<file path="config.mk">
export PLATFORM = sky130hd
export DESIGN_NAME = utf16_to_utf8_encoder_core
export DESIGN_NICKNAME = d
export VERILOG_FILES = /design/src/hdl/u16u8_pkg.sv /design/src/hdl/utf16_to_utf8_encoder_core.sv /design/src/hdl/u16u8_front.sv /design/src/hdl/u16u8_fifo.sv /design/src/hdl/u16u8_back.sv
export SDC_FILE = /design/constraint.sdc
export NUM_CORES = 1
export LEC_CHECK = 0
export BUFFER_PORTS_ARGS = -buffer_cell sky130_fd_sc_hd__buf_2
export CORE_ASPECT_RATIO = 2
export CORE_MARGIN = 2
export CORE_UTILIZATION = 60
export DETAILED_ROUTE_END_ITERATION = 10
export GPL_TIMING_DRIVEN = 0
export HOLD_SLACK_MARGIN = 0.02
export PLACE_DENSITY = 0.77
export SYNTH_ARGS = -nofsm -noshare
export SYNTH_HDL_FRONTEND = slang
export SYNTH_HIERARCHICAL = 1
export SYNTH_SLANG_ARGS = --single-unit
</file>
<file path="constraint.sdc">
create_clock -name i_clk -period 8 [get_ports i_clk]
set_clock_uncertainty 0.15 [all_clocks]
set_input_delay 1.2 -clock i_clk [delete_from_list [all_inputs] [get_ports i_clk]]
set_output_delay 1.2 -clock i_clk [all_outputs]
set_load 0.03 [all_outputs]
</file>
<file path="src/hdl/u16u8_pkg.sv">
// ----------------------------------------------------------------------------
// u16u8_pkg
// Shared types, constants and encode helpers for the UTF-16 to UTF-8 encoder.
// ----------------------------------------------------------------------------
`default_nettype none

package u16u8_pkg;

    localparam int unsigned SeqBytes     = 7;
    localparam int unsigned SeqBits      = SeqBytes * 8;
    localparam int unsigned CntBits      = $clog2(SeqBytes + 1);
    localparam int unsigned FifoDepthDef = 4;

    // replacement character, first byte in the lowest bits
    localparam logic [23:0] ReplSeq    = 24'hBD_BF_EF;
    localparam logic [20:0] SuppOffset = 21'h10000;
    localparam logic [7:0]  LeadTwo    = 8'hC0;
    localparam logic [7:0]  LeadThree  = 8'hE0;
    localparam logic [7:0]  LeadFour   = 8'hF0;
    localparam logic [7:0]  ContMark   = 8'h80;
    localparam logic [5:0]  HighSurTag = 6'b110110;
    localparam logic [5:0]  LowSurTag  = 6'b110111;

    // one queued group of bytes, byte 0 in the lowest bits
    typedef struct packed {
        logic [SeqBits-1:0] bytes;
        logic [CntBits-1:0] cnt;
        logic               term;
    } t_entry;

    typedef struct packed {
        logic [23:0] bytes;
        logic [1:0]  cnt;
    } t_piece;

    function automatic logic is_high_sur(input logic [15:0] c);
        return c[15:10] == HighSurTag;
    endfunction

    function automatic logic is_low_sur(input logic [15:0] c);
        return c[15:10] == LowSurTag;
    endfunction

    // encode one unit with nothing held; a high surrogate gives no bytes
    function automatic t_piece encode_bmp(input logic [15:0] c);
        t_piece p;
        p = '0;
        if (c[15:7] == 9'd0) begin
            p.bytes = {16'h0000, c[7:0]};
            p.cnt   = 2'd1;
        end else if (c[15:11] == 5'd0) begin
            p.bytes = {8'h00, ContMark | {2'b00, c[5:0]}, LeadTwo | {3'b000, c[10:6]}};
            p.cnt   = 2'd2;
        end else if (is_high_sur(c)) begin
            p.cnt   = 2'd0;
        end else if (is_low_sur(c)) begin
            p.bytes = ReplSeq;
            p.cnt   = 2'd3;
        end else begin
            p.bytes = {ContMark | {2'b00, c[5:0]}, ContMark | {2'b00, c[11:6]},
                       LeadThree | {4'h0, c[15:12]}};
            p.cnt   = 2'd3;
        end
        return p;
    endfunction

endpackage

`default_nettype wire

</file>
<file path="src/hdl/utf16_to_utf8_encoder_core.sv">
// ----------------------------------------------------------------------------
// utf16_to_utf8_encoder_core
// UTF-16 code units in, UTF-8 bytes out, zero byte after the last unit.
//
//  channel  dir  tdata                 tlast        tuser
//  s        in   [15:0] code_unit      last_unit    -
//  m        out  [7:0]  out_byte       last_of_run  [0] terminator
//
// each unit gives 0 to 7 bytes, sent one per cycle by the back end while the
// receiver is ready.
// the front takes a word every cycle while the group queue has room.
// synchronous active-low reset empties the queue and drops a held surrogate.
// a stall on the output fills the queue, then the input ready drops.
// ----------------------------------------------------------------------------
`default_nettype none

module utf16_to_utf8_encoder_core
    import u16u8_pkg::*;
#(
    parameter int unsigned FIFO_DEPTH = FifoDepthDef
) (
    input  wire logic        i_clk,
    input  wire logic        i_rst_n,
    input  wire logic        i_s_tvalid,
    output logic             o_s_tready,
    input  wire logic [15:0] i_s_tdata,   // [15:0] code_unit
    input  wire logic        i_s_tlast,
    output logic             o_m_tvalid,
    input  wire logic        i_m_tready,
    output logic [7:0]       o_m_tdata,   // [7:0] out_byte
    output logic             o_m_tlast,
    output logic [0:0]       o_m_tuser    // [0] terminator
);

    logic   w_push;
    logic   w_full;
    logic   w_pop;
    logic   w_empty;
    t_entry w_in_entry;
    t_entry w_head;

    u16u8_front u_front (
        .i_clk       (i_clk),
        .i_rst_n     (i_rst_n),
        .i_valid     (i_s_tvalid),
        .o_ready     (o_s_tready),
        .i_code_unit (i_s_tdata),
        .i_last_unit (i_s_tlast),
        .i_q_full    (w_full),
        .o_push      (w_push),
        .o_entry     (w_in_entry)
    );

    u16u8_fifo #(
        .DEPTH (FIFO_DEPTH)
    ) u_fifo (
        .i_clk   (i_clk),
        .i_rst_n (i_rst_n),
        .i_push  (w_push),
        .i_data  (w_in_entry),
        .o_full  (w_full),
        .i_pop   (w_pop),
        .o_empty (w_empty),
        .o_head  (w_head)
    );

    u16u8_back u_back (
        .i_clk     (i_clk),
        .i_rst_n   (i_rst_n),
        .i_q_empty (w_empty),
        .i_q_head  (w_head),
        .o_pop     (w_pop),
        .o_valid   (o_m_tvalid),
        .i_ready   (i_m_tready),
        .o_byte    (o_m_tdata),
        .o_last    (o_m_tlast),
        .o_term    (o_m_tuser[0])
    );

endmodule

`default_nettype wire

</file>
<file path="src/hdl/u16u8_front.sv">
// ----------------------------------------------------------------------------
// u16u8_front
// Takes code units, pairs surrogates and builds the byte group of each word.
// ----------------------------------------------------------------------------
`default_nettype none

module u16u8_front
    import u16u8_pkg::*;
(
    input  wire logic        i_clk,
    input  wire logic        i_rst_n,
    input  wire logic        i_valid,
    output logic             o_ready,
    input  wire logic [15:0] i_code_unit,
    input  wire logic        i_last_unit,
    input  wire logic        i_q_full,
    output logic             o_push,
    output t_entry           o_entry
);

    logic       r_held_valid;
    logic [9:0] r_held_bits;
    logic       n_held_valid;

    logic        w_accept;
    logic        w_pair;
    logic [31:0] w_a_bytes;
    logic [2:0]  w_a_cnt;
    t_piece      w_b;
    t_piece      w_enc;
    logic [23:0] w_c_bytes;
    logic [1:0]  w_c_cnt;
    logic [20:0] w_cp;
    logic [2:0]  w_ab_cnt;
    logic [5:0]  w_off1;
    logic [5:0]  w_off2;

    assign o_ready  = !i_q_full;
    assign w_accept = i_valid && o_ready;
    assign w_pair   = r_held_valid && is_low_sur(i_code_unit);
    assign w_cp     = {1'b0, r_held_bits, i_code_unit[9:0]} + SuppOffset;
    assign w_enc    = encode_bmp(i_code_unit);

    always_comb begin
        w_a_bytes = '0;
        w_a_cnt   = 3'd0;
        w_b       = w_enc;
        if (w_pair) begin
            w_a_bytes = {ContMark | {2'b00, w_cp[5:0]}, ContMark | {2'b00, w_cp[11:6]},
                         ContMark | {2'b00, w_cp[17:12]}, LeadFour | {5'b00000, w_cp[20:18]}};
            w_a_cnt   = 3'd4;
            w_b       = '0;
        end else if (r_held_valid) begin
            w_a_bytes = {8'h00, ReplSeq};
            w_a_cnt   = 3'd3;
        end
        // a high surrogate on the last unit cannot wait
        if (i_last_unit && is_high_sur(i_code_unit)) begin
            w_c_bytes = ReplSeq;
            w_c_cnt   = 2'd3;
        end else begin
            w_c_bytes = '0;
            w_c_cnt   = 2'd0;
        end
    end

    assign w_ab_cnt = w_a_cnt + {1'b0, w_b.cnt};
    assign w_off1   = {w_a_cnt, 3'b000};
    assign w_off2   = {w_ab_cnt, 3'b000};

    // terminator byte is zero, so only its count slot is added
    always_comb begin
        o_entry.bytes = {{(SeqBits-32){1'b0}}, w_a_bytes}
                      | ({{(SeqBits-24){1'b0}}, w_b.bytes} << w_off1)
                      | ({{(SeqBits-24){1'b0}}, w_c_bytes} << w_off2);
        o_entry.cnt   = CntBits'(w_ab_cnt) + CntBits'(w_c_cnt) + CntBits'(i_last_unit);
        o_entry.term  = i_last_unit;
    end

    assign o_push       = w_accept && (o_entry.cnt != '0);
    assign n_held_valid = is_high_sur(i_code_unit) && !i_last_unit;

    always_ff @(posedge i_clk) begin
        if (!i_rst_n) begin
            r_held_valid <= 1'b0;
        end else if (w_accept) begin
            r_held_valid <= n_held_valid;
        end
    end

    always_ff @(posedge i_clk) begin
        if (w_accept) begin
            r_held_bits <= i_code_unit[9:0];
        end
    end

`ifndef SYNTHESIS
    a_last_clears_hold: assert property (@(posedge i_clk) disable iff (!i_rst_n)
        (w_accept && i_last_unit) |=> !r_held_valid)
        else $error("surrogate still held after last unit");
    a_only_hold_is_silent: assert property (@(posedge i_clk) disable iff (!i_rst_n)
        (w_accept && !o_push) |=> r_held_valid)
        else $error("word dropped without holding a surrogate");
`endif

endmodule

`default_nettype wire

</file>
<file path="src/hdl/u16u8_fifo.sv">
// ----------------------------------------------------------------------------
// u16u8_fifo
// Short queue of byte groups between the front and the back.
// ----------------------------------------------------------------------------
`default_nettype none

module u16u8_fifo
    import u16u8_pkg::*;
#(
    parameter int unsigned DEPTH = FifoDepthDef
) (
    input  wire logic   i_clk,
    input  wire logic   i_rst_n,
    input  wire logic   i_push,
    input  t_entry      i_data,
    output logic        o_full,
    input  wire logic   i_pop,
    output logic        o_empty,
    output t_entry      o_head
);

    localparam int unsigned PtrBits = (DEPTH > 1) ? $clog2(DEPTH) : 1;
    localparam int unsigned CntW    = $clog2(DEPTH + 1);

    t_entry             r_mem [DEPTH];
    logic [PtrBits-1:0] r_wr_ptr;
    logic [PtrBits-1:0] r_rd_ptr;
    logic [CntW-1:0]    r_count;
    logic               w_do_push;
    logic               w_do_pop;

    assign o_full    = (r_count == CntW'(DEPTH));
    assign o_empty   = (r_count == '0);
    assign o_head    = r_mem[r_rd_ptr];
    assign w_do_push = i_push && !o_full;
    assign w_do_pop  = i_pop && !o_empty;

    always_ff @(posedge i_clk) begin
        if (!i_rst_n) begin
            r_wr_ptr <= '0;
            r_rd_ptr <= '0;
            r_count  <= '0;
        end else begin
            if (w_do_push) begin
                r_wr_ptr <= (r_wr_ptr == PtrBits'(DEPTH - 1)) ? '0 : r_wr_ptr + 1'b1;
            end
            if (w_do_pop) begin
                r_rd_ptr <= (r_rd_ptr == PtrBits'(DEPTH - 1)) ? '0 : r_rd_ptr + 1'b1;
            end
            if (w_do_push && !w_do_pop) begin
                r_count <= r_count + 1'b1;
            end else if (w_do_pop && !w_do_push) begin
                r_count <= r_count - 1'b1;
            end
        end
    end

    always_ff @(posedge i_clk) begin
        if (w_do_push) begin
            r_mem[r_wr_ptr] <= i_data;
        end
    end

`ifndef SYNTHESIS
    a_count_bound: assert property (@(posedge i_clk) disable iff (!i_rst_n)
        r_count <= CntW'(DEPTH))
        else $error("queue count beyond depth");
    a_no_push_full: assert property (@(posedge i_clk) disable iff (!i_rst_n)
        o_full |-> !i_push)
        else $error("push into full queue");
`endif

endmodule

`default_nettype wire

</file>
<file path="src/hdl/u16u8_back.sv">
// ----------------------------------------------------------------------------
// u16u8_back
// Pulls byte groups from the queue and sends them one byte per word.
// ----------------------------------------------------------------------------
`default_nettype none

module u16u8_back
    import u16u8_pkg::*;
(
    input  wire logic   i_clk,
    input  wire logic   i_rst_n,
    input  wire logic   i_q_empty,
    input  t_entry      i_q_head,
    output logic        o_pop,
    output logic        o_valid,
    input  wire logic   i_ready,
    output logic [7:0]  o_byte,
    output logic        o_last,
    output logic        o_term
);

    logic               r_valid;
    logic [SeqBits-1:0] r_bytes;
    logic [CntBits-1:0] r_left;
    logic               r_term;
    logic               w_fire;
    logic               w_final;

    assign o_valid = r_valid;
    assign o_byte  = r_bytes[7:0];
    assign w_final = (r_left == CntBits'(1));
    assign o_last  = w_final;
    assign o_term  = r_term && w_final;
    assign w_fire  = r_valid && i_ready;
    // load the next group as soon as the current one is done
    assign o_pop   = !i_q_empty && (!r_valid || (w_fire && w_final));

    always_ff @(posedge i_clk) begin
        if (!i_rst_n) begin
            r_valid <= 1'b0;
            r_left  <= '0;
        end else if (o_pop) begin
            r_valid <= 1'b1;
            r_left  <= i_q_head.cnt;
        end else if (w_fire) begin
            r_valid <= !w_final;
            r_left  <= r_left - 1'b1;
        end
    end

    always_ff @(posedge i_clk) begin
        if (o_pop) begin
            r_bytes <= i_q_head.bytes;
            r_term  <= i_q_head.term;
        end else if (w_fire) begin
            r_bytes <= r_bytes >> 8;
        end
    end

`ifndef SYNTHESIS
    a_valid_has_bytes: assert property (@(posedge i_clk) disable iff (!i_rst_n)
        r_valid |-> (r_left != '0))
        else $error("output valid with no bytes left");
    a_pop_nonempty: assert property (@(posedge i_clk) disable iff (!i_rst_n)
        o_pop |-> !i_q_empty)
        else $error("pop from empty queue");
`endif

endmodule

`default_nettype wire

</file>
# Word-level counts from Yosys, hierarchy flattened
# Memories as Yosys holds them, arrays and structs flattened. A register that Yosys moved wholly into a read port is not among the register bits.
# Cells that the tools add are included.
dict set report classes {
  bitwise 2
  n_eq_ne 6
  reduce_logical 27
  muxes 26
  add_sub_neg 9
  n_shift 2
}
# cell n
set ops {}
lappend ops {{56-bit 2-to-1 mux} 2}
lappend ops {{24-bit by 6-bit << shifter with 56-bit output} 2}
lappend ops {{24-bit 2-to-1 mux} 4}
lappend ops {{26-bit 2-to-1 mux} 3}
lappend ops {{32-bit by 56-bit bitwise OR with 56-bit output} 1}
lappend ops {{56-bit bitwise OR} 1}
lappend ops {{32-bit 2-to-1 mux} 1}
lappend ops {{20-bit by 17-bit adder with 21-bit output, second input constant} 1}
lappend ops {{3-bit 2-to-1 mux} 5}
lappend ops {{2-bit 2-to-1 mux} 7}
lappend ops {{1-bit logical AND} 13}
lappend ops {{6-bit == test, second input constant} 2}
lappend ops {{9-bit logical NOT} 1}
lappend ops {{1-bit logical NOT} 7}
lappend ops {{3-bit by 2-bit adder with 3-bit output} 2}
lappend ops {{3-bit by 1-bit subtractor with 3-bit output, second input constant} 2}
lappend ops {{5-bit logical NOT} 1}
lappend ops {{2-bit by 1-bit adder with 2-bit output, second input constant} 2}
lappend ops {{2-bit == test, second input constant} 2}
lappend ops {{1-bit 2-to-1 mux} 4}
lappend ops {{2-bit nonzero test} 2}
lappend ops {{3-bit by 1-bit adder with 3-bit output} 1}
lappend ops {{3-bit by 1-bit adder with 3-bit output, second input constant} 1}
lappend ops {{3-bit by 1-bit == test with 1-bit output, second input constant} 1}
lappend ops {{4 further kinds} 4}
dict set report word_totals {
  word_cells 82
  ff_bits 79
  in_bits 21
  ramBits 240
  memories 1
}
# name words word_bits read_ports rd_ports_with_merged_regs write_ports line
set memory_table {}
lappend memory_table {u_fifo.r_mem 4 60 1 1 1 u16u8_fifo.sv:25} ;# t_entry r_mem [DEPTH];

# Longest topological paths before layout
dict set report depth {
  word_depth 16
  ltp_mapped 20
  mapped_depth_nobuf 17
}

# By module
# The synthesis kept the hierarchy.
# module cells_per_inst n_inst seq_area_each_um2 area_per_inst_um2
set by_module_without_submodules {}
lappend by_module_without_submodules {u16u8_fifo 365 1 7387.1 9203.8}
lappend by_module_without_submodules {u16u8_back 271 1 1791.7 2786.4}
lappend by_module_without_submodules {u16u8_front 231 1 320.3 1813.0}

# Least setup slack after synthesis
# Ideal clock, no wire load.
dict set report synth_timing {
  path_kind {in2reg}
  startpoint {in i_s_tdata[10]}
  endpoint {mem u_fifo/r_mem[0][0] (netlist name), enable pin}
  path_buffers 3
  setup_slack_ns 1.703
  setup_time_ns 0.424
  t_arrival_ns 5.723
  path_stages 15
  cell_sequence {and4b_1 -> buf_2 -> a22oi_4 -> buf_2 -> nor2_1 -> nor2_1 -> ha_1 -> fa_1 -> inv_1 -> fa_1 -> xnor3_1 -> a31oi_1 -> nor2b_1 -> buf_2 -> and2_1}
}
dict set report synth_via {
  elab_chain_cells 13
  word_cells_on_any_way 19
}
# item line
set synth_rtl {}
lappend synth_rtl {{start, declared} utf16_to_utf8_encoder_core.sv:26} ;# input wire logic [15:0] i_s_tdata,
lappend synth_rtl {{6-bit == test} u16u8_pkg.sv:37} ;# return c[15:10] == HighSurTag;
lappend synth_rtl {{2-bit 2-to-1 mux} u16u8_pkg.sv:54} ;# end else if (is_high_sur(c)) begin
lappend synth_rtl {{26-bit 2-to-1 mux} u16u8_pkg.sv:51} ;# end else if (c[15:11] == 5'd0) begin
lappend synth_rtl {{26-bit 2-to-1 mux} u16u8_pkg.sv:48} ;# if (c[15:7] == 9'd0) begin
lappend synth_rtl {{26-bit 2-to-1 mux} u16u8_front.sv:48} ;# if (w_pair) begin
lappend synth_rtl {{3-bit by 2-bit adder with 3-bit output} u16u8_front.sv:67} ;# assign w_ab_cnt = w_a_cnt + {1'b0, w_b.cnt};
lappend synth_rtl {{3-bit by 2-bit adder with 3-bit output (*)} u16u8_front.sv:76} ;# o_entry.cnt = CntBits'(w_ab_cnt) + CntBits'(w_c_cnt) + CntBits'(i_last_unit);
lappend synth_rtl {{3-bit by 1-bit adder with 3-bit output (*)} u16u8_front.sv:76}
lappend synth_rtl {{3-bit nonzero test (*)} u16u8_front.sv:80} ;# assign o_push = w_accept && (o_entry.cnt != '0);
lappend synth_rtl {{1-bit logical AND (*)} u16u8_front.sv:80}
lappend synth_rtl {{named net w_push} utf16_to_utf8_encoder_core.sv:35} ;# logic w_push;
lappend synth_rtl {{1-bit logical AND (*)} u16u8_fifo.sv:35} ;# assign w_do_push = i_push && !o_full;
lappend synth_rtl {{named net u_fifo.w_do_push} u16u8_fifo.sv:29} ;# logic w_do_push;
lappend synth_rtl {{1-bit 2-to-1 mux (*)} u16u8_fifo.sv:59} ;# if (w_do_push) begin
lappend synth_rtl {{1-bit 2-to-1 mux (not written as such) (*)} u16u8_fifo.sv:60} ;# r_mem[r_wr_ptr] <= i_data;
lappend synth_rtl {{end, declared} u16u8_fifo.sv:25}
# The timed path passes the listed nets; every way through them passes the cells marked *.

# Worst setup path after layout
dict set report layout_timing {
  startpoint {in i_s_tdata[10]}
  endpoint {reg u_fifo.r_count[2]}
}
dict set report layout_via {
  elab_chain_cells 14
  word_cells_on_any_way 22
}
# item line
set layout_rtl {}
lappend layout_rtl {{6-bit == test} u16u8_pkg.sv:37}
lappend layout_rtl {{2-bit 2-to-1 mux} u16u8_pkg.sv:54}
lappend layout_rtl {{26-bit 2-to-1 mux} u16u8_pkg.sv:51}
lappend layout_rtl {{26-bit 2-to-1 mux} u16u8_pkg.sv:48}
lappend layout_rtl {{26-bit 2-to-1 mux} u16u8_front.sv:48}
lappend layout_rtl {{3-bit by 2-bit adder with 3-bit output} u16u8_front.sv:67}
lappend layout_rtl {{3-bit by 2-bit adder with 3-bit output (*)} u16u8_front.sv:76}
lappend layout_rtl {{3-bit by 1-bit adder with 3-bit output (*)} u16u8_front.sv:76}
lappend layout_rtl {{3-bit nonzero test (*)} u16u8_front.sv:80}
lappend layout_rtl {{1-bit logical AND (*)} u16u8_front.sv:80}
lappend layout_rtl {{named net w_push} utf16_to_utf8_encoder_core.sv:35}
lappend layout_rtl {{1-bit logical AND (*)} u16u8_fifo.sv:35}
lappend layout_rtl {{named net u_fifo.w_do_push} u16u8_fifo.sv:29}
lappend layout_rtl {{1-bit logical NOT} u16u8_fifo.sv:52} ;# end else if (w_do_pop && !w_do_push) begin
lappend layout_rtl {{1-bit logical AND} u16u8_fifo.sv:52}
lappend layout_rtl {{2-bit nonzero test (no line)} --}
lappend layout_rtl {{end signal, assigned} u16u8_fifo.sv:51} ;# r_count <= r_count + 1'b1;
lappend layout_rtl {{end signal, assigned} u16u8_fifo.sv:53} ;# r_count <= r_count - 1'b1;
lappend layout_rtl {{end, declared} u16u8_fifo.sv:28} ;# logic [CntW-1:0] r_count;
# Marked as above.
# A chain may end at the register's enable or synchronous reset.

==> impl_metrics.toml <==
[cells_and_area]
antennaDiodeCount = 0
area_delta_synth_final_pct = 10.92
final_nets = 973
layout-drive-gt1-share_pct = 21.93
utilization_pct = 67.62
stdcell_count = 1233

[critical_path]
startpoint_type = "input port"
max_stage_delay_ps = 710
worstSetupStartpoint = "i_s_tdata[10]"
r2r_end = "u_fifo/r_count[2]"
crit_path_max_fanout = 10
end_kind = "flip-flop"
crit_chain = "buf_2 -> buf_2 -> nand4b_1 -> nor2_1 -> nor2_1 -> ha_1 -> fa_1 -> inv_1 -> fa_1 -> xnor3_1 -> a31oi_1 -> nor2b_1 -> buf_2 -> ha_1 -> inv_1 -> fa_1 -> xor2_1 -> or3_1 -> a21boi_0"
slowest_stage = "fa_1"
cp.required_ps = 8300
r2r-start = "u_front/r_held_valid"
cp.arrival_ps = 6270
path_class = "in -> reg"
reg2reg_slack_ps = 2490
reg2reg_depth = 18

[global_route]
grt-ovfl-total = 0
grt_max_degree = 33
grt_pass1_wl_microns = 47550
grt_pass1_vias = 7972
grt.total_usage_pct = 26.32
antenna_found_initial = 0

[synthesis]
ys.flop_type = "edfxtp_1"
ys_seq_area_share_pct = 68.82
ys_async_sr_fraction_pct = 0
syn_area_per_cell_sq_um = 15.92
synth_area_sq_mm = 0.01380
synth_seq_cells = 321
synth-edff-count = 307
synth_cells = 867
syn_nets = 907
yosysWarnings = 6
ys_types = 76

[route]
wl_met2_microns = 17370
drt_iter0_markers = 757
dr.max_layer_used = "met4"
final_antenna_net_count = 0
dr_wl_met3_microns = 1416
wl_microns = 31250
firstDrtPassIters = 6
via_per_inst = 6.313
vias = 7784
drc_errors = 0
wire_per_inst_microns = 25.35
wl_met1_microns = 10880

[sta]
worst_pin_slew_ps = 717.3
hold_viol = 0
clock.fmax_mhz = 167.6
period_minus_slack_ps = 5967
relSlewSlack_pct = 51.77
tns_ps = 0
drv_slew = 0
rsz0062_at_grt = "no"
hold_ws_ps = 367.8
fin_crit_sh_pct = 74.59
setup_violations = 0

[cts]
cts_tree = "done"
cts_setup_buffers = 0
holdBufCountCts = 0
htreeDepth = 1
clk_path_buf_depth = 3
numCtsBuffers = 27
cts_resized = 0
cts_sinks = 321
clock_latency_ps = 550
path_clk_slew_ps = 60
cts-root-buf = "clkbuf_16"

[power_and_ir_drop]
powerDensity_mw_per_mm2 = 342.8
finalPower_mw = 5.249
vdd_drop_max_v = 0.0003108
p_leak_nw = 5.439

[floorplanning]
rows = 78
core_area_sq_mm = 0.02264
die_h_microns = 218.5
io_pins = 33
die_area_sq_mm = 0.02431
dieWidth_microns = 111.3
start_util_pct = 60.96

[placement]
hpwl_microns = 21710
portBuffers = 31
gp_congestion = 1.028
dp_cells = 1184

[job]
drv_cap = 0

[hold_path]
hp-class = "reg -> reg"
hold_depth = 2
worstHoldStart = "u_fifo/r_wr_ptr[1]"
holdPathEnd = "u_fifo/r_wr_ptr[1]"

[status]
status = "finished, final reports clean"
[metal layers]
layer	vias to the layer above	track usage (%)
met3	78	2.773
met5	-	0
met2	302	48.43
met4	0	12.72
met1	3957	30.70
li1	3447	-
[worst max-delay path by stage]
stage	end	slack, ps
finish	u_fifo/r_count[2]	2030
global route	u_fifo/r_count[2]	1750
CTS	u_fifo/r_count[2]	2070
detailed placement	u_fifo/r_count[2]	1560
global placement	u_fifo/r_mem[1][31]	-80
floorplan	u_fifo/r_mem[0][0]	1700
[per-stage QoR]
stage	worst slack (ps)	instance area, sq um
detailed placement	1562	14460
floorplan	1703	13800
global placement	-75.37	14310
CTS	2068	15310
finish	2033	15310
global route	1746	15310
[cell type report]
type / instances / area, sq um
Clock buffer: 33 / 698.2
Multi-Input combinational cell: 469 / 3829
Fill cell: 1595 / 7331
Timing Repair Buffer: 37 / 282.8
Inverter: 26 / 97.59
Clock inverter: 16 / 155.1
Sequential cell: 321 / 9499
Tap cell: 280 / 350.3
Buffer: 51 / 399.1
[where the power goes]
part	total, mW	leakage, nW	internal (mW)	switching (mW)
sequential	2.42	3.03	2.31	0.108
combinational	1.55	2.00	0.604	0.947
clock	1.28	0.412	0.718	0.565
total	5.25	5.44	3.63	1.62
[cells in the final DEF (no fill, tap or decap), types with 12 or more instances in the layout]
master,Yosys,routed
and2_1,18,14
buf_2,22,53
buf_4,12,12
clkbuf_16,0,27
dfxtp_1,14,14
edfxtp_1,307,307
ha_1,15,15
inv_1,21,21
mux4_2,60,60
nand2_1,172,172
nand3_1,16,16
nor2_1,27,27
o21ai_1,20,20
[Yosys cell counts (7+ instances only)]
cell type	n	area [sq um]
nand3_1	16	80.08
inv_1	21	78.83
o21ai_1	20	100.1
nand2_1	172	645.6
edfxtp_1	307	9219
mux4_2	60	1351
o211ai_1	7	52.55
nand4_1	9	56.30
and2_1	18	112.6
buf_4	12	90.09
nor2_1	27	101.4
o21ai_0	12	60.06
dfxtp_1	14	280.3
ha_1	15	187.7
buf_2	22	110.1
[flip-flops by register name (all words and copies together) (netlist names), named ones only]
register,count
u_front/r_held_bits,10
u_fifo/r_rd_ptr,2
u_back/r_left,3
u_back/r_bytes,56
u_fifo/r_count,3
u_back/o_valid,1
u_back/r_term,1
u_fifo/r_mem,240
u_front/r_held_valid,1
u_fifo/r_wr_ptr,2
[cell families after synthesis]
| kind of cell | after synthesis | synth area share (%) |
|---|---|---|
| and+or+nand+nor | 284 | 9.926 |
| AOI/OAI and AO/OA | 95 | 5.058 |
| DFF | 321 | 68.82 |
| xor gates and xnor gates | 5 | 0.4170 |
| adders and majority gates | 19 | 1.940 |
| muxes | 66 | 10.24 |
| buffers and inverters | 77 | 3.599 |
[critical path, delay by kind of cell]
family | cells | cell delay (ps)
AOI/OAI and AO/OA | 2 | 410
adders and majority gates | 5 | 1980
and+or+nand+nor | 5 | 1310
buffers and inverters | 5 | 810
xor gates and xnor gates | 2 | 550
(Power assumes the default switching activity.)
